--- config.mk ---
export PLATFORM = sky130hd
export DESIGN_NAME = spnh_ctrl
export DESIGN_NICKNAME = d
export VERILOG_FILES = /design/src/design/spnh_pkg.sv /design/src/design/spnh_ctrl.sv
export SDC_FILE = /design/constraint.sdc
export NUM_CORES = 1
export LEC_CHECK = 0
export BUFFER_PORTS_ARGS = -buffer_cell sky130_fd_sc_hd__buf_2
export CAP_MARGIN = 10
export CORE_AREA = 2 2 39 41
export CTS_BUF_LIST = sky130_fd_sc_hd__clkbuf_2
export CTS_CLUSTER_DIAMETER = 150
export DETAILED_ROUTE_END_ITERATION = 10
export DIE_AREA = 0 0 41 43
export PLACE_DENSITY_LB_ADDON = 0.3
export SYNTH_ARGS = -nofsm -noshare
export SYNTH_HDL_FRONTEND = slang
export SYNTH_SLANG_ARGS = --single-unit
--- constraint.sdc ---
create_clock -name clk -period 1.7 [get_ports clk]
set_clock_uncertainty 0.15 [all_clocks]
set_input_delay 0.17 -clock clk [delete_from_list [all_inputs] [get_ports clk]]
set_output_delay 0.17 -clock clk [all_outputs]
set_load 0.02 [all_outputs]
--- src/design/spnh_pkg.sv ---
// ----------------------------------------------------------------------------
// spnh_pkg
// Shared types and constants of the shortest path next hop engine.
// ----------------------------------------------------------------------------
package spnh_pkg;

    localparam int MAX_NODES = 16;
    localparam int NODE_BITS = 4;
    localparam int CNT_BITS  = 5;
    localparam int COST_BITS = 16;
    localparam int DIST_BITS = 24;
    localparam int LINK_BITS = 2 * NODE_BITS;

    localparam logic [DIST_BITS-1:0] DIST_MAX = {DIST_BITS{1'b1}};

    localparam logic KIND_WRITE = 1'b0;
    localparam logic KIND_QUERY = 1'b1;

    localparam logic REG_SOURCE = 1'b0;
    localparam logic REG_COUNT  = 1'b1;

    typedef struct packed {
        logic                 kind;
        logic [NODE_BITS-1:0] from_node;
        logic [NODE_BITS-1:0] to_node;
        logic [COST_BITS-1:0] link_cost;
        logic                 link_up;
    } item_t;

    typedef struct packed {
        logic [NODE_BITS-1:0] next_hop;
        logic [DIST_BITS-1:0] path_cost;
        logic                 reachable;
    } result_t;

    // Commands from the controller to the datapath.
    typedef struct packed {
        logic init;
        logic scan_clear;
        logic scan_step;
        logic pick;
        logic rd_issue;
        logic relax;
        logic trace_start;
        logic trace_step;
        logic finish_zero;
        logic finish_self;
        logic finish_path;
    } cmd_t;

    // Status from the datapath to the controller.
    typedef struct packed {
        logic bad_query;
        logic self_query;
        logic scan_last;
        logic found;
        logic relax_last;
        logic rounds_last;
        logic dst_reached;
        logic trace_done;
    } status_t;

endpackage

--- src/design/spnh_ctrl.sv ---
// ----------------------------------------------------------------------------
// spnh_ctrl
// Sequencer of the search: checks, minimum scan, relaxation and path trace.
// ----------------------------------------------------------------------------
module spnh_ctrl (
    input  logic             clk,
    input  logic             rst_n,
    input  logic             query_accept,
    input  spnh_pkg::status_t stat,
    output spnh_pkg::cmd_t   cmd,
    output logic             busy
);

    localparam logic [2:0] ST_IDLE  = 3'd0;
    localparam logic [2:0] ST_CHECK = 3'd1;
    localparam logic [2:0] ST_SCAN  = 3'd2;
    localparam logic [2:0] ST_PICK  = 3'd3;
    localparam logic [2:0] ST_RD    = 3'd4;
    localparam logic [2:0] ST_UPD   = 3'd5;
    localparam logic [2:0] ST_TRACE = 3'd6;

    logic [2:0] state_reg;
    logic [2:0] state_next;

    always_ff @(posedge clk or negedge rst_n)
    begin
        if (!rst_n)
        begin
            state_reg <= ST_IDLE;
        end
        else
        begin
            state_reg <= state_next;
        end
    end

    always_comb
    begin
        cmd        = '0;
        state_next = state_reg;
        case (state_reg)
            ST_IDLE:
            begin
                if (query_accept)
                begin
                    state_next = ST_CHECK;
                end
            end
            ST_CHECK:
            begin
                if (stat.bad_query)
                begin
                    cmd.finish_zero = 1'b1;
                    state_next      = ST_IDLE;
                end
                else if (stat.self_query)
                begin
                    cmd.finish_self = 1'b1;
                    state_next      = ST_IDLE;
                end
                else
                begin
                    cmd.init       = 1'b1;
                    cmd.scan_clear = 1'b1;
                    state_next     = ST_SCAN;
                end
            end
            ST_SCAN:
            begin
                cmd.scan_step = 1'b1;
                if (stat.scan_last)
                begin
                    state_next = ST_PICK;
                end
            end
            ST_PICK:
            begin
                if (stat.found)
                begin
                    cmd.pick   = 1'b1;
                    state_next = ST_RD;
                end
                else
                begin
                    cmd.trace_start = 1'b1;
                    state_next      = ST_TRACE;
                end
            end
            ST_RD:
            begin
                cmd.rd_issue = 1'b1;
                state_next   = ST_UPD;
            end
            ST_UPD:
            begin
                cmd.relax = 1'b1;
                if (!stat.relax_last)
                begin
                    state_next = ST_RD;
                end
                else if (stat.rounds_last)
                begin
                    cmd.trace_start = 1'b1;
                    state_next      = ST_TRACE;
                end
                else
                begin
                    cmd.scan_clear = 1'b1;
                    state_next     = ST_SCAN;
                end
            end
            ST_TRACE:
            begin
                if (!stat.dst_reached)
                begin
                    cmd.finish_zero = 1'b1;
                    state_next      = ST_IDLE;
                end
                else if (stat.trace_done)
                begin
                    cmd.finish_path = 1'b1;
                    state_next      = ST_IDLE;
                end
                else
                begin
                    cmd.trace_step = 1'b1;
                end
            end
            default:
            begin
                state_next = ST_IDLE;
            end
        endcase
    end

    assign busy = (state_reg != ST_IDLE);

endmodule

# Word-level counts from Yosys, hierarchy flattened
# Cells that the tools add are included.
# op_classes
n_lt_le_gt_ge,0
n_eq_ne,9
shift,0
bitwise,0
addsub,0
mul,0
n_reduce_logical,3
n_div,0
n_mux,37
# op_table
cell,count
1-bit 2-to-1 mux,22
3-bit 2-to-1 mux,7
3-bit one-hot mux with 7 select lines,1
3-bit equality test (second input constant),3
2-bit 2-to-1 mux,4
3-bit by 2-bit equality test with 1-bit output (second input constant),2
1-bit one-hot mux with 2 select lines,3
2-bit != test (second input constant),2
3-bit by 1-bit equality test with 1-bit output (second input constant),1
3-bit zero test,1
3-bit != test (second input constant),1
3-bit AND reduction,1
3-bit nonzero test,1
# word_totals
ramBits,0
reg_bits,3
output_inout_bits,12
inputBits,11
latchBits,0
word_cells,50
n_memories,0
mem_bits_ro,0

# Logic depth before layout (Yosys ltp)
# logic_depth
word_depth,3
mapped_depth,4
ltp_nobuf,3

# Worst setup path before layout
# OpenSTA, ideal clock, no wires.
# synth_timing
kind,flip-flop to output port
from,reg state_reg[1]
to,out cmd[1] (netlist bit)
slack_ns,-0.004
stages_incl_launch_ff,4
t_arrival_ns,1.384
path_buffers,1
t_required_ns,1.380
cell_sequence,dfrtp_1 > buf_6 > nand2b_4 > nor4b_1
# synth_rtl
item,line_no,source
start: declaration,spnh_ctrl.sv:22,logic [2:0] state_reg;
start signal: assignment,spnh_ctrl.sv:33,state_reg <= state_next;
end: declaration,spnh_ctrl.sv:10,"output spnh_pkg::cmd_t cmd,"

==> results.sh <==
export IMPL_p_leak_uw=0.000272
export IMPL_drive_gt1_share_pct=59.7
export IMPL_largest_reg_flops=3
export IMPL_drcViolationCount=0
export IMPL_syn_nets=48
export IMPL_status="finished, final reports clean"
export IMPL_min_path_type="in2reg"
export IMPL_ys_warn_count=0
export IMPL_period_needed_ps=1640
export IMPL_n_antenna_cell=0
export IMPL_avgSynthCellArea_um2=8.49
export IMPL_grt_pass1_vias=331
export IMPL_regArea_um2=77.6
export IMPL_antenna_found_initial=0
export IMPL_critical_path_peak_fanout=6
export IMPL_synth_area_um2=314
export IMPL_num_vias=382
export IMPL_grt_busiest_layer="met2"
export IMPL_start_util_pct=22.7
export IMPL_io_pins=23
export IMPL_p_per_area_nw_per_um2=1410
export IMPL_fillers=152
export IMPL_worst_slack_ps=62.8
export IMPL_clockBufferDepth=2
export IMPL_ir_drop_mv=0.451
export IMPL_hold_viol_final=0
export IMPL_slew_violations=0
export IMPL_die_h_um=43
export IMPL_routed_wl_um=811
export IMPL_synthXorXnorAreaFrac_pct=0
export IMPL_path_clk_slew_ps=40
export IMPL_synth_mux_area_share_pct=0
export IMPL_pwr_share_seq_pct=21.6
export IMPL_setup_viol=0
export IMPL_met3_usage_pct=3.14
export IMPL_end_kind="primary output"
export IMPL_intPower_uw=392
export IMPL_total_power_uw=730
export IMPL_required_ps=1380
export IMPL_multi_input_area_um2=209
export IMPL_max_cap_viol_count=0
export IMPL_area_growth_pct=65.3
export IMPL_synth_seq_cells=3
export IMPL_post_place_ws_ps=145
export IMPL_synthCells=37
export IMPL_synth_compound_area_share_pct=20.3
export IMPL_grt_first_pass_wirelength_um=1230
export IMPL_placementRows=14
export IMPL_clock_latency_ps=200
export IMPL_synthSimpleGateAreaFrac_pct=43.4
export IMPL_dieArea_um2=1760
export IMPL_globalplace_congestion=0.666
export IMPL_first_iter_violations=4
export IMPL_place_port_buffers=22
export IMPL_ys_types=28
export IMPL_cts_tree="built"
export IMPL_core_area_um2=1380
export IMPL_clockPowerShare_pct=13.6
export IMPL_arrival_ps=1320
export IMPL_grtUsageMet1_pct=11.0
export IMPL_dieWidth_um=41
export IMPL_drt_first_pass_iters=4
export IMPL_synth_top_family_by_area="simple AND/OR/NAND/NOR gates"
export IMPL_start_kind="flip-flop"
export IMPL_swShare_pct=46.3
export IMPL_avgViaCountPerCell=4.60
export IMPL_fmax_ghz=0.611
export IMPL_critical_path_class="reg2out"
export IMPL_place_hpwl_um=603
export IMPL_h_tree_depth=1
export IMPL_slew_headroom_pct=83.3
export IMPL_grt_ovfl_total=0
export IMPL_yosysSeqAreaShare_pct=23.9
export IMPL_tightestPinTransition_ps=249
export IMPL_grt_max_degree=11
export IMPL_fin_crit_sh_pct=96.3
export IMPL_synth_adder_area_share_pct=0
export IMPL_root_buffer="clkbuf_2"
export IMPL_grtUsageMet2_pct=15.9
export IMPL_synthTopCellsByArea="dfrtp_1 24%, nor4_4 6.8%, nor2_1 4.8%, nand2b_4 4.4%, a2111o_1 3.6%"
export IMPL_synth_top_area_share_pct=23.9
export IMPL_wl_per_cell_um=9.77
export IMPL_final_antenna_net_count=0
export IMPL_grt_use_total_pct=10.7
export IMPL_cts_buffers=3
export IMPL_rsz0062_at_grt="yes"
export IMPL_p_sw_uw=338
export IMPL_nets=79
export IMPL_yosys_area_top_type="dfrtp_1"
export IMPL_clock_sinks=3
export IMPL_comb_power_share_pct=64.8
-- layout make-up --
type | instances | share of cell area, %
tap | 16 | 3.86
clock buffer | 4 | 3.86
timing repair buffer | 29 | 34.2
sequential | 3 | 14.9
multi-input combinational | 27 | 40.2
inverter | 4 | 2.89
-- worst max-delay path, stage by stage, from the launching register on --
cell	delay [ps]
dfrtp_2	440
or2b_1	260
o22ai_1	140
and2_1	150
buf_6	110
-- logic make-up (layout without fill, tap and decap cells) --
logic type,Yosys count,count (layout)
flops,3,3
simple gates,19,19
buf+inv,7,37
compound gates,8,8
-- through the flow --
step / TNS [ps] / area, um2 / hold slack (ps) / util [%] / instances
floorplan: 0 / 320 / -276 / - / 37
global placement: 0 / 434 / -181 / 31.4 / 73
detailed placement: 0 / 434 / -183 / 31.4 / 73
CTS: 0 / 489 / 63.7 / 35.4 / 81
global route: -53.1 / 519 / 69.1 / 37.5 / 83
finish: 0 / 519 / 75.6 / 37.5 / 83
-- placed cells by master, fill, tap and decap left out --
cell           count
buf_2             20
a21oi_1            1
or3_1              1
a31o_1             1
nor2_2             1
dlygate4sd3_1      1
buf_6              2
a2111o_1           1
nand4b_1           1
nand2_1            3
nor2_1             3
nor2_4             1
a311o_1            1
inv_1              3
o22ai_1            1
dfrtp_1            1
a31oi_1            1
or2b_1             1
nor3_1             1
buf_4              6
nor3b_1            1
nor4_4             1
inv_2              1
nand3b_1           1
nand2b_1           1
o32ai_1            1
and2_1             1
nor4b_2            1
a211oi_1           1
clkbuf_2           4
dfrtp_2            2
nand2b_4           1
-- path summary, 6_finish.rpt --
kind | from | end | slack [ps] | cells past startpoint
setup reg to reg | state_reg[2] | state_reg[1] | 280 | 4
hold reg to reg | state_reg[1] | state_reg[0] | 410 | 1
hold / removal | stat[5] | state_reg[0] | 80 | 3
min in group asynchronous | rst_n | state_reg[2] | 130 | 2
max in group asynchronous | rst_n | state_reg[1] | 1150 | 2
setup / recovery | state_reg[2] | cmd[4] | 60 | 4
-- power groups by stage --
stage	combinational, uW	clock [uW]	sequential, uW
floorplan	350	0	120
global placement	387	0	168
detailed placement	389	0	168
CTS	439	106	158
global route	516	118	166
finish	473	99.5	158
-- synth_stat cells (all sizes together) --
cell type	instances
a2111o	1
or3	1
a311o	1
a211oi	1
o22ai	1
nand4b	1
dfrtp	3
nand2b	2
buf	3
nor3	1
o32ai	1
nor4	1
inv	4
or2b	1
nor3b	1
and2	1
nor2	5
a31oi	1
a21oi	1
a31o	1
nand2	3
nand3b	1
nor4b	1
-- repair_timing --
action	4_1_cts	5_1_grt
resized for setup	2	5
setup buffers	3	2
gates cloned	0	0
hold buffers	1	0
setup endpoints to repair	3	3
hold endpoints to repair	3	0
-- metal layers --
metal / vias up / share of wire, %
met5: - / 0
met2: 17 / 53
met4: 0 / 1.7
li1: 194 / -
met1: 169 / 36
met3: 2 / 9.0
Power figures use the tool's default switching activity.
